--- config.mk ---
export PLATFORM = sky130hd
export DESIGN_NAME = procedural_badge_pixel_generator
export DESIGN_NICKNAME = d
export VERILOG_FILES = /design/src/design/pbpg_pkg.sv /design/src/design/procedural_badge_pixel_generator.sv
export SDC_FILE = /design/constraint.sdc
export NUM_CORES = 2
export LEC_CHECK = 0
export BUFFER_PORTS_ARGS = -buffer_cell sky130_fd_sc_hd__buf_2
export CAP_MARGIN = 20
export CORE_MARGIN = 2
export CORE_UTILIZATION = 50
export CTS_CLUSTER_DIAMETER = 120
export DETAILED_ROUTE_END_ITERATION = 6
export GPL_TIMING_DRIVEN = 0
export HOLD_SLACK_MARGIN = 0.05
export PLACE_DENSITY = 0.66
export SETUP_SLACK_MARGIN = 0.3
export SLEW_MARGIN = 20
export SYNTH_ARGS = -nofsm -noshare
export SYNTH_HDL_FRONTEND = slang
export SYNTH_SLANG_ARGS = --single-unit
--- constraint.sdc ---
create_clock -name clk -period 12.9 [get_ports clk]
set_clock_uncertainty 0.15 [all_clocks]
set_input_delay 1.935 -clock clk [delete_from_list [all_inputs] [get_ports clk]]
set_output_delay 1.935 -clock clk [all_outputs]
set_load 0.005 [all_outputs]
--- src/design/pbpg_pkg.sv ---
`default_nettype none
// Shared widths, operation codes, register indexes and reset values of the badge pixel generator.
package pbpg_pkg;

	localparam int OP_W       = 2;
	localparam int COORD_W    = 8;
	localparam int FRAME_W    = 16;
	localparam int COLOR_W    = 16;
	localparam int UNIT_W     = 4;
	localparam int CFG_IDX_W  = 2;
	localparam int CFG_DATA_W = 16;

	localparam logic [OP_W-1:0] OP_INFO  = 2'd0;
	localparam logic [OP_W-1:0] OP_WARN  = 2'd1;
	localparam logic [OP_W-1:0] OP_BANG  = 2'd2;
	localparam logic [OP_W-1:0] OP_PULSE = 2'd3;

	localparam logic [CFG_IDX_W-1:0] REG_UNIT_SIZE  = 2'd0;
	localparam logic [CFG_IDX_W-1:0] REG_ACCENT     = 2'd1;
	localparam logic [CFG_IDX_W-1:0] REG_BACKGROUND = 2'd2;

	localparam logic [UNIT_W-1:0]  UNIT_SIZE_RST  = 4'd7;
	localparam logic [COLOR_W-1:0] ACCENT_RST     = 16'hFFFF;
	localparam logic [COLOR_W-1:0] BACKGROUND_RST = 16'h0000;

endpackage
`default_nettype wire

--- src/design/procedural_badge_pixel_generator.sv ---
`default_nettype none
// Top level: five-stage pipelined pixel shader for the animated badge.
//
// Channel | Signals                                              | Direction
// in      | in_valid, in_ready, operation, pixel_x, pixel_y,     | into block
//         | frame_number                                         |
// out     | out_valid, out_ready, pixel_color                    | out of block
// cfg     | cfg_write, cfg_index, cfg_data                       | into block
//
// One word per cycle is taken and one result per cycle is delivered while out_ready stays high.
// The stages are geometry, squares and products, radius compares,
// color selection with channel scaling, and the output register.
// Each stage holds while the stage after it is full and stalled; bubbles collapse.
// Reset clears all valid bits and loads the register defaults.
module procedural_badge_pixel_generator (
	input  wire                              clk,
	input  wire                              arst_n,
	input  wire                              in_valid,
	output logic                             in_ready,
	input  wire  [pbpg_pkg::OP_W-1:0]        operation,
	input  wire  [pbpg_pkg::COORD_W-1:0]     pixel_x,
	input  wire  [pbpg_pkg::COORD_W-1:0]     pixel_y,
	input  wire  [pbpg_pkg::FRAME_W-1:0]     frame_number,
	output logic                             out_valid,
	input  wire                              out_ready,
	output logic [pbpg_pkg::COLOR_W-1:0]     pixel_color,
	input  wire                              cfg_write,
	input  wire  [pbpg_pkg::CFG_IDX_W-1:0]   cfg_index,
	input  wire  [pbpg_pkg::CFG_DATA_W-1:0]  cfg_data
);
	import pbpg_pkg::*;

	typedef logic [1:0] sel_t;
	localparam sel_t SEL_BG  = 2'd0;
	localparam sel_t SEL_ACC = 2'd1;
	localparam sel_t SEL_DIM = 2'd2;

	function automatic logic [5:0] div12(input logic [8:0] v);
		logic [18:0] p;
		p = 19'(v) * 19'd683;
		return p[18:13];
	endfunction

	// configuration registers
	logic [UNIT_W-1:0]  unit_size_q;
	logic [COLOR_W-1:0] accent_q;
	logic [COLOR_W-1:0] background_q;

	always_ff @(posedge clk or negedge arst_n) begin
		if (!arst_n) begin
			unit_size_q  <= UNIT_SIZE_RST;
			accent_q     <= ACCENT_RST;
			background_q <= BACKGROUND_RST;
		end else if (cfg_write) begin
			unique case (cfg_index)
				REG_UNIT_SIZE:  unit_size_q  <= cfg_data[UNIT_W-1:0];
				REG_ACCENT:     accent_q     <= cfg_data;
				REG_BACKGROUND: background_q <= cfg_data;
				default: ;
			endcase
		end
	end

	logic [3:0] u;
	logic [7:0] cen;
	logic [2:0] sw;
	logic [6:0] u7;
	logic [3:0] ug;

	assign u   = (unit_size_q == '0) ? 4'd1 : unit_size_q;
	assign cen = 8'(u) * 8'd12;
	assign sw  = (u[3:1] == 3'd0) ? 3'd1 : u[3:1];
	assign u7  = 7'(u) * 7'd7;
	assign ug  = (u7[6:3] == 4'd0) ? 4'd1 : u7[6:3];

	// pipeline control
	logic vld_s1, vld_s2, vld_s3, vld_s4, vld_s5;
	logic en1, en2, en3, en4, en5;

	assign en5       = !vld_s5 || out_ready;
	assign en4       = !vld_s4 || en5;
	assign en3       = !vld_s3 || en4;
	assign en2       = !vld_s2 || en3;
	assign en1       = !vld_s1 || en2;
	assign in_ready  = en1;
	assign out_valid = vld_s5;

	always_ff @(posedge clk or negedge arst_n) begin
		if (!arst_n) begin
			vld_s1 <= 1'b0;
			vld_s2 <= 1'b0;
			vld_s3 <= 1'b0;
			vld_s4 <= 1'b0;
			vld_s5 <= 1'b0;
		end else begin
			if (en1) vld_s1 <= in_valid;
			if (en2) vld_s2 <= vld_s1;
			if (en3) vld_s3 <= vld_s2;
			if (en4) vld_s4 <= vld_s3;
			if (en5) vld_s5 <= vld_s4;
		end
	end

	// stage 1: offsets from center and frame scaling
	logic [19:0]       fu;
	logic signed [9:0] dx, dy;

	assign fu = 20'(frame_number) * 20'(u);
	assign dx = $signed({2'b00, pixel_x}) - $signed({2'b00, cen});
	assign dy = $signed({2'b00, pixel_y}) - $signed({2'b00, cen});

	logic [OP_W-1:0]    op_s1;
	logic [COORD_W-1:0] x_s1, y_s1;
	logic [2:0]         f_s1;
	logic [19:0]        fu_s1;
	logic signed [9:0]  dx_s1, dy_s1;

	always_ff @(posedge clk) begin
		if (en1) begin
			op_s1 <= operation;
			x_s1  <= pixel_x;
			y_s1  <= pixel_y;
			f_s1  <= frame_number[2:0];
			fu_s1 <= fu;
			dx_s1 <= dx;
			dy_s1 <= dy;
		end
	end

	// stage 2: distance, radii, triangle products, glyph rectangles
	logic signed [19:0] dxx, dyy;
	logic [16:0]        dsq;
	logic [9:0]         dxn;
	logic [7:0]         adx;

	assign dxx = dx_s1 * dx_s1;
	assign dyy = dy_s1 * dy_s1;
	assign dsq = dxx[16:0] + dyy[16:0];
	assign dxn = dx_s1[9] ? 10'(-dx_s1) : dx_s1;
	assign adx = dxn[7:0];

	logic [5:0]  phu;
	logic [4:0]  ga;
	logic [18:0] halo;
	logic        halo_big;
	logic [2:0]  phk [3];

	assign phu      = 6'(f_s1[1:0]) * 6'(u);
	assign ga       = phu[5:1];
	assign halo     = 19'({u, 3'b000}) + 19'(fu_s1[19:1]);
	assign halo_big = |halo[18:9];

	logic [7:0] rd;
	logic [9:0] rin  [3];
	logic [9:0] rout [3];
	logic       ren  [3];
	logic [3:0] nn   [3];

	always_comb begin
		for (int k = 0; k < 3; k++) begin
			phk[k]  = f_s1 + 3'(3 * k);
			rin[k]  = '0;
			rout[k] = '0;
			ren[k]  = 1'b0;
			nn[k]   = '0;
		end
		rd = '0;
		unique case (op_s1)
			OP_INFO: begin
				rd      = 8'(u) * 8'd7;
				rin[0]  = 10'(halo[8:0]);
				rout[0] = 10'(halo[8:0]) + 10'(sw);
				ren[0]  = !halo_big;
				nn[0]   = 4'd7 - 4'(f_s1);
			end
			OP_WARN: begin
				nn[0] = 4'd8 - 4'({f_s1[1:0], 1'b0});
			end
			OP_BANG: begin
				rd      = 8'(u) * 8'd9;
				rin[0]  = 10'(u) * 10'd10 + 10'(ga);
				rout[0] = 10'(u) * 10'd10 + 10'(ga) + 10'(sw);
				ren[0]  = 1'b1;
				nn[0]   = 4'd8 - 4'({f_s1[1:0], 1'b0});
			end
			OP_PULSE: begin
				rd = 8'(u) * 8'd3;
				for (int k = 0; k < 3; k++) begin
					rin[k]  = 10'(u) * 10'd4 + 10'(phk[k]) * 10'(u);
					rout[k] = 10'(u) * 10'd4 + 10'(phk[k]) * 10'(u) + 10'(sw);
					ren[k]  = 1'b1;
					nn[k]   = 4'd8 - 4'(phk[k]);
				end
			end
			default: ;
		endcase
	end

	// triangle test as |dx| * span <= width * depth, for the shape, inner and outer outlines
	logic [5:0]  tg  [3];
	logic [9:0]  apx [3];
	logic [9:0]  bas [3];
	logic [9:0]  ydf [3];
	logic [7:0]  ht  [3];
	logic [8:0]  tdn [3];
	logic        tin [3];
	logic [16:0] tn  [3];
	logic [16:0] tm  [3];

	assign tg[0] = '0;
	assign tg[1] = 6'(ga);
	assign tg[2] = 6'(ga) + 6'(sw);

	always_comb begin
		for (int k = 0; k < 3; k++) begin
			apx[k] = 10'(u) * 10'd4 - 10'(tg[k]);
			bas[k] = 10'(u) * 10'd20 + 10'(tg[k]);
			tin[k] = (10'(y_s1) >= apx[k]) && (10'(y_s1) <= bas[k]);
			ydf[k] = 10'(y_s1) - apx[k];
			ht[k]  = 8'(u) * 8'd10 + 8'(tg[k]);
			tdn[k] = 9'(u) * 9'd16 + 9'({tg[k], 1'b0});
			tn[k]  = 17'(ht[k]) * 17'(ydf[k][8:0]);
			tm[k]  = 17'(adx) * 17'(tdn[k]);
		end
	end

	logic [3:0] gu;
	logic [7:0] u11;
	logic [9:0] gtop, gxl, gxh, gy1, gy2, gy3, gxv, gyv;
	logic       glyph;

	assign gu  = (op_s1 == OP_WARN) ? ug : u;
	assign u11 = 8'(u) * 8'd11;
	assign gxv = 10'(x_s1);
	assign gyv = 10'(y_s1);

	always_comb begin
		if (op_s1 == OP_WARN) begin
			gtop = 10'(cen) + 10'(u) * 10'd6 - 10'(ug) * 10'd11;
		end else begin
			gtop = 10'(cen) - 10'(u11[7:1]);
		end
		gxl = 10'(cen) - 10'(gu);
		gxh = 10'(cen) + 10'(gu);
		if (op_s1 == OP_INFO) begin
			gy1 = gtop + 10'(gu) * 10'd2;
			gy2 = gtop + 10'(gu) * 10'd4;
		end else begin
			gy1 = gtop + 10'(gu) * 10'd7;
			gy2 = gtop + 10'(gu) * 10'd9;
		end
		gy3   = gtop + 10'(gu) * 10'd11;
		glyph = (op_s1 != OP_PULSE) && (gxv >= gxl) && (gxv < gxh) &&
			(((gyv >= gtop) && (gyv < gy1)) || ((gyv >= gy2) && (gyv < gy3)));
	end

	logic [OP_W-1:0] op_s2;
	logic [16:0]     d_s2;
	logic [7:0]      rd_s2;
	logic [9:0]      rin_s2  [3];
	logic [9:0]      rout_s2 [3];
	logic            ren_s2  [3];
	logic [3:0]      n_s2    [3];
	logic            tin_s2  [3];
	logic [16:0]     tn_s2   [3];
	logic [16:0]     tm_s2   [3];
	logic            glyph_s2;

	always_ff @(posedge clk) begin
		if (en2) begin
			op_s2    <= op_s1;
			d_s2     <= dsq;
			rd_s2    <= rd;
			glyph_s2 <= glyph;
			for (int k = 0; k < 3; k++) begin
				rin_s2[k]  <= rin[k];
				rout_s2[k] <= rout[k];
				ren_s2[k]  <= ren[k];
				n_s2[k]    <= nn[k];
				tin_s2[k]  <= tin[k];
				tn_s2[k]   <= tn[k];
				tm_s2[k]   <= tm[k];
			end
		end
	end

	// stage 3: radius squares and hit tests
	logic [15:0] rdsq;
	logic [19:0] rinsq  [3];
	logic [19:0] routsq [3];
	logic        rhit   [3];
	logic        thit   [3];
	logic        shape;
	logic        ring   [3];

	assign rdsq = 16'(rd_s2) * 16'(rd_s2);

	always_comb begin
		for (int k = 0; k < 3; k++) begin
			rinsq[k]  = 20'(rin_s2[k]) * 20'(rin_s2[k]);
			routsq[k] = 20'(rout_s2[k]) * 20'(rout_s2[k]);
			rhit[k]   = ren_s2[k] && (20'(d_s2) >= rinsq[k]) && (20'(d_s2) <= routsq[k]);
			thit[k]   = tin_s2[k] && (tn_s2[k] >= tm_s2[k]);
		end
		if (op_s2 == OP_WARN) begin
			shape   = thit[0];
			ring[0] = thit[2] && !thit[1];
		end else begin
			shape   = 17'(rdsq) >= d_s2;
			ring[0] = rhit[0];
		end
		ring[1] = rhit[1];
		ring[2] = rhit[2];
	end

	logic       shape_s3, glyph_s3;
	logic       ring_s3 [3];
	logic [3:0] n_s3    [3];

	always_ff @(posedge clk) begin
		if (en3) begin
			shape_s3 <= shape;
			glyph_s3 <= glyph_s2;
			for (int k = 0; k < 3; k++) begin
				ring_s3[k] <= ring[k];
				n_s3[k]    <= n_s2[k];
			end
		end
	end

	// stage 4: pick the color source and scale the accent channels
	sel_t       sel;
	logic [3:0] nsel;
	logic [8:0] pr, pg, pb;

	always_comb begin
		sel  = SEL_BG;
		nsel = '0;
		if (shape_s3) begin
			sel = glyph_s3 ? SEL_BG : SEL_ACC;
		end else if (ring_s3[0]) begin
			sel  = SEL_DIM;
			nsel = n_s3[0];
		end else if (ring_s3[1]) begin
			sel  = SEL_DIM;
			nsel = n_s3[1];
		end else if (ring_s3[2]) begin
			sel  = SEL_DIM;
			nsel = n_s3[2];
		end
	end

	assign pr = 9'(accent_q[15:11]) * 9'(nsel);
	assign pg = 9'(accent_q[10:5]) * 9'(nsel);
	assign pb = 9'(accent_q[4:0]) * 9'(nsel);

	sel_t       sel_s4;
	logic [8:0] pr_s4, pg_s4, pb_s4;

	always_ff @(posedge clk) begin
		if (en4) begin
			sel_s4 <= sel;
			pr_s4  <= pr;
			pg_s4  <= pg;
			pb_s4  <= pb;
		end
	end

	// stage 5: divide by twelve, pack and register the word
	logic [5:0]         qr, qg, qb;
	logic [COLOR_W-1:0] col;

	assign qr = div12(pr_s4);
	assign qg = div12(pg_s4);
	assign qb = div12(pb_s4);

	always_comb begin
		case (sel_s4)
			SEL_ACC: col = accent_q;
			SEL_DIM: col = {qr[4:0], qg[5:0], qb[4:0]};
			default: col = background_q;
		endcase
	end

	logic [COLOR_W-1:0] pixel_color_s5;

	always_ff @(posedge clk) begin
		if (en5) begin
			pixel_color_s5 <= col;
		end
	end

	assign pixel_color = pixel_color_s5;

endmodule
`default_nettype wire

; ---- Word-level counts from Yosys, hierarchy flattened
; Memories as Yosys holds them, arrays and structs flattened.
; Cells that the tools add are included.
[word_totals]
mem_count = 9
ff_bits = 175
elab_cells = 224
out_inout_bits = 18
ramBits = 195
[op_classes]
mux = 33
mul = 40
eq_ne = 9
reduce_logical = 42
n_addsub = 43
order_cmp = 22
[mem_list]
columns = name, words, word_bits, rd, rd_ports_with_merged_regs, write_ports, line
row1 = tm_s2, 3, 17, 3, 0, 3, procedural_badge_pixel_generator.sv:266  ; logic [16:0] tm_s2 [3];
row2 = tn_s2, 3, 17, 3, 0, 3, procedural_badge_pixel_generator.sv:265  ; logic [16:0] tn_s2 [3];
row3 = rin_s2, 3, 10, 3, 0, 3, procedural_badge_pixel_generator.sv:260  ; logic [9:0] rin_s2 [3];
row4 = rout_s2, 3, 10, 3, 0, 3, procedural_badge_pixel_generator.sv:261  ; logic [9:0] rout_s2 [3];
row5 = n_s2, 3, 4, 3, 0, 3, procedural_badge_pixel_generator.sv:263  ; logic [3:0] n_s2 [3];
row6 = n_s3, 3, 4, 3, 0, 3, procedural_badge_pixel_generator.sv:318  ; logic [3:0] n_s3 [3];
row7 = +3 memories, n/a, n/a, n/a, n/a, n/a, n/a
[op_table]
columns = cell, n
row1 = 10-bit by 10-bit multiplier with 20-bit output, 6
row2 = 8-bit by 9-bit multiplier with 17-bit output, 4
row3 = 17-bit by 20-bit greater-or-equal comparator with 1-bit output, 3
row4 = 17-bit by 20-bit less-or-equal comparator with 1-bit output, 3
row5 = 17-bit greater-or-equal comparator, 3
row6 = 8-bit by 10-bit greater-or-equal comparator with 1-bit output, 5
row7 = 4-bit by 3-bit multiplier with 7-bit output (second input constant), 6
row8 = 4-bit by 4-bit multiplier with 8-bit output (second input constant), 5
row9 = 9-bit by 10-bit multiplier with 18-bit output (second input constant), 2
row10 = 9-bit by 9-bit multiplier with 17-bit output, 2
row11 = 16-bit one-hot mux with 2 select lines, 1
row12 = 10-bit 2-to-1 mux, 3
row13 = 10-bit one-hot mux with 3 select lines, 1
row14 = 4-bit 2-to-1 mux, 7
row15 = 8-bit by 3-bit adder with 9-bit output, 3
row16 = 9-bit one-hot mux with 3 select lines, 1
row17 = 6-bit by 7-bit adder with 8-bit output, 3
row18 = 8-bit one-hot mux with 3 select lines, 1
row19 = 3-bit by 4-bit multiplier with 7-bit output, 3
row20 = 10-bit by 8-bit adder with 10-bit output, 2
row21 = 9-bit by 3-bit adder with 10-bit output, 2
row22 = 8-bit by 10-bit less-or-equal comparator with 1-bit output, 2
row23 = 8-bit by 10-bit < comparator with 1-bit output, 2
row24 = 16-bit by 4-bit multiplier with 20-bit output, 1
row25 = other kinds (59), 118

; ---- Depth between registers and ports, before layout
[depth]
word_depth = 14
depth_mapped = 41

; ---- Worst setup path after synthesis
; Ideal clock, no wire load.
[synth_timing]
kind = in2out
startpoint = input port out_ready
endpoint = output port in_ready
path_stages = 4
required_ns = 10.815
t_arrival_ns = 9.388
setup_slack_ns = 1.427
cell_sequence = nor2b_1 > nand4_1 > inv_1 > nand2_1
[synth_between]
elab_chain_len = 5
[synth_rtl]
columns = item, line
row1 = start: declaration, procedural_badge_pixel_generator.sv:25  ; input wire out_ready,
row2 = 1-bit logical OR, procedural_badge_pixel_generator.sv:80  ; assign en5 = !vld_s5 || out_ready;
row3 = 1-bit logical OR, procedural_badge_pixel_generator.sv:81  ; assign en4 = !vld_s4 || en5;
row4 = 1-bit logical OR, procedural_badge_pixel_generator.sv:82  ; assign en3 = !vld_s3 || en4;
row5 = 1-bit logical OR, procedural_badge_pixel_generator.sv:83  ; assign en2 = !vld_s2 || en3;
row6 = net en2, procedural_badge_pixel_generator.sv:78  ; logic en1, en2, en3, en4, en5;
row7 = 1-bit logical OR, procedural_badge_pixel_generator.sv:84  ; assign en1 = !vld_s1 || en2;
row8 = end: declaration, procedural_badge_pixel_generator.sv:19  ; output logic in_ready,
; The timed path passes the listed nets, and every way through them passes these cells.

==> metrics.cfg <==
[worst_hold_path]
min_delay_path_depth=0
hold_path_class=flip-flop to flip-flop
hp-start=n_s2[0][8]
whs_endpoint=n_s3[0][8]

[yosys]
synthXorXnorAreaFrac_pct=5.80
yosysSeqAreaShare_pct=16.1
avgSynthCellArea_um2=9.51
synth_top_family_by_area=adder cells
ys_async_sr_fraction_pct=11.7
synth_area_leaders=ha_1 23%, fa_1 23%, edfxtp_1 14%
synth_mux_area_share_pct=0.888
synth_edf_count=308
yosysWarnings=0
synth_flop_cell=edfxtp_1
synth_compound_area_share_pct=9.74
synthAdderAreaFrac_pct=46.6
synth_top_area_cell=ha_1
netlist_area_mm2=0.0638
synth_cell_types=103
synth_top_area_share_pct=23.4
ys_ff_latch=349
synthCells=6709
yosys.area_share.simple_pct=13.0

[detailed_routing]
antenna_left=0
wl_met1_um=68900
first_pass_iters=7
wl_met2_um=76500
via_per_inst=5.46
drc_errors=3
top_layer_used=met5
wire_per_inst_um=18.6
wl_met3_um=8190
wl_um=159000
vias=46700
drtIter0Drc=2602

[timing]
final-setup-viol-count=0
relSlewSlack_pct=21.9
rsz0062_at_grt=no
max_freq_mhz=82.8
finalCriticalPeriod_ns=12.08
hold_violations=0
tightest_slew_ns=1.16
setup_ws_ns=0.820
post-route-period-util_pct=93.6
slew_violations=0

[global_route]
grt_max_degree=42
overflow=0
grt_pass1_vias=48400
grt_usage_pct=24.9
grt_pass1_wl_um=258000
antenna_found_initial=2

[clocking]
cts_tree=done
cts_buffer_depth=3
cts.clk_slew.worst_paths_ns=0.07
htree_levels=2
root_buffer=clkbuf_16
cts_buffers=44
insertion_delay_ns=0.65
hold_buffers=0
cts.sinks=349

[setup_path]
cp_max_fo=12
critPathCaptureType=flip-flop
critPathRequiredTime_ns=13.15
cp_slowest_cell=dfstp_2
crit_path_max_incr_delay_ns=0.83
worstRegToRegCells=38
reg2reg_from=unit_size_q[2]
r2r_end=tn_s2[0][50]
critical_path_arrival_ns=12.33
start_kind=flip-flop
reg2reg_slack_ns=0.82
critical_path_class=flip-flop to flip-flop

[floorplan]
ios=75
initial_core_util_pct=50.2
rows=131
die_w_um=361
coreArea_mm2=0.127
fp.dieArea_mm2=0.131
die_y_um=361

[place]
dp_hpwl_um=131000
placed_cells_incl_taps=8469
portBuffers=74
post-place-ws_ns=-0.638
gp_congestion=0.921

[finish]
drive_gt1_share_pct=4.66
stdcell_count=8551
postLayoutCoreUtil_pct=53.6
syn_to_final_growth_pct=6.84
final_nets=8840
nFillCells=11500

[job]
maxCapViolCount=0

[outcome]
outcome=finished, violations left
violations=DRC

## state kept, by name, indices dropped and copies added, names as in the netlist, 9 cells and up
register      cells
pg_s4             9
rout_s2          28
n_s2             12
d_s2             17
n_s3             12
pixel_color      16
accent_q         16
background_q     16
tm_s2            44
tn_s2            50
fu_s1            19
pr_s4             9
pb_s4             9
rin_s2           25
## synth_stat cells, types with 11 or more instances
library cell,instances
xor2_1,142
or2_2,28
dfstp_2,19
o211ai_1,12
dfrtp_1,22
a21oi_1,269
a31oi_1,39
o21a_1,55
a221oi_1,13
inv_1,1192
mux2_2,43
or3_1,19
nand2b_1,104
fa_1,738
a21o_1,138
a211oi_1,28
o21ai_0,161
nand4_1,34
and2_1,329
o21bai_1,47
and3_1,31
o2111ai_1,15
o31ai_1,16
nor2b_1,109
clkbuf_1,117
nand2_1,512
a21boi_0,17
ha_1,1193
nand3_1,62
nor2_1,360
edfxtp_1,308
o221ai_1,12
nor3_1,65
xnor2_1,277
o22ai_1,11
## critical path: cells and delay by family, from the launching register on
kind | cells | cell delay [ns]
compound gates | 7 | 1.49
buf+inv | 10 | 2.35
simple gates | 6 | 1.22
fa+ha+maj | 10 | 4.11
xor+xnor | 5 | 1.64
flops | 1 | 0.83
## worst max-delay path by stage
| stage | slack (ns) | startpoint | endpoint |
|---|---|---|---|
| finish | 0.82 | unit_size_q[2] | tn_s2[0][50] |
| global route | 0.31 | unit_size_q[2] | tn_s2[0][50] |
| CTS | 0.35 | unit_size_q[2] | tn_s2[0][50] |
| detailed placement | -0.64 | unit_size_q[2] | tn_s2[0][50] |
| global placement | -3.84 | out_ready | in_ready |
| floorplan | 1.43 | out_ready | in_ready |
## cells in the final DEF (no fill, tap or decap), types with 11 or more instances in the layout
cell and instances:
nand4_1 34, o221ai_1 12, a21oi_1 266, o22ai_1 11, clkbuf_16 44, a21o_1 138, a31oi_1 39, nand2_1 510
xor2_1 141, o21a_1 55, buf_6 14, clkbuf_1 119, dfrtp_1 21, nand2b_1 104, o31ai_1 16, o211ai_1 12
inv_1 1192, o21bai_1 47, dfstp_2 19, and2_1 329, nor3_1 65, nor2_1 360, nand3_1 62, ha_1 1193
a21boi_0 17, and3_1 31, xnor2_1 272, nor2b_1 109, edfxtp_1 308, a221oi_1 13, or2_2 28, o21ai_0 158
or3_1 19, a211oi_1 28, mux2_2 43, o2111ai_1 15, buf_2 75, fa_1 738
## cell type report
type	count	area, um2	share of cell area (%)
multi-input combinational	5034	48600	71.3
sequential	349	10300	15.1
inverter	1199	4510	6.61
tap	1662	2080	3.05
clock buffer	51	1130	1.65
timing repair buffer	97	689	1.01
buffer	127	504	0.739
clock inverter	31	358	0.525
antenna	1	2.50	0.00367
## kinds of logic (layout without fill, tap and decap cells)
logic type	Yosys count	count (layout)
multiplexers	50	50
XOR/XNOR	421	421
AND/OR/NAND/NOR	1690	1690
other	1	3
adder cells (fa/ha/maj)	1932	1932
buffers and inverters	1327	1505
flip-flops	349	349
AO/OA/AOI/OAI	939	939
## routing by layer
metal | vias to the layer above | track usage [%]
met5 | - | 0
met4 | 2 | 7.76
met3 | 271 | 2.79
met2 | 1074 | 42.9
met1 | 23000 | 32.6
li1 | 22400 | -
## metrics by stage
stage          hold slack, ns  TNS (ns)  instance area [um2]
3_3_place_gp            0.252   -427.70                66300
4_1_cts                 0.267         0                68200
3_5_place_dp            0.255     -2.47                66700
5_1_grt                 0.277         0                68200
6_report                0.265         0                68200
2_1_floorplan           0.250         0                63800
## what timing repair did
item,4_1_cts,5_1_grt
gates cloned,0,0
buffers inserted,0,0
endpoints found under the setup margin,10,6
resized for setup,5,4
Power is left out: the tool's default activity adds up to more than one toggle a clock period on the data nets, which glitch-free logic cannot reach.
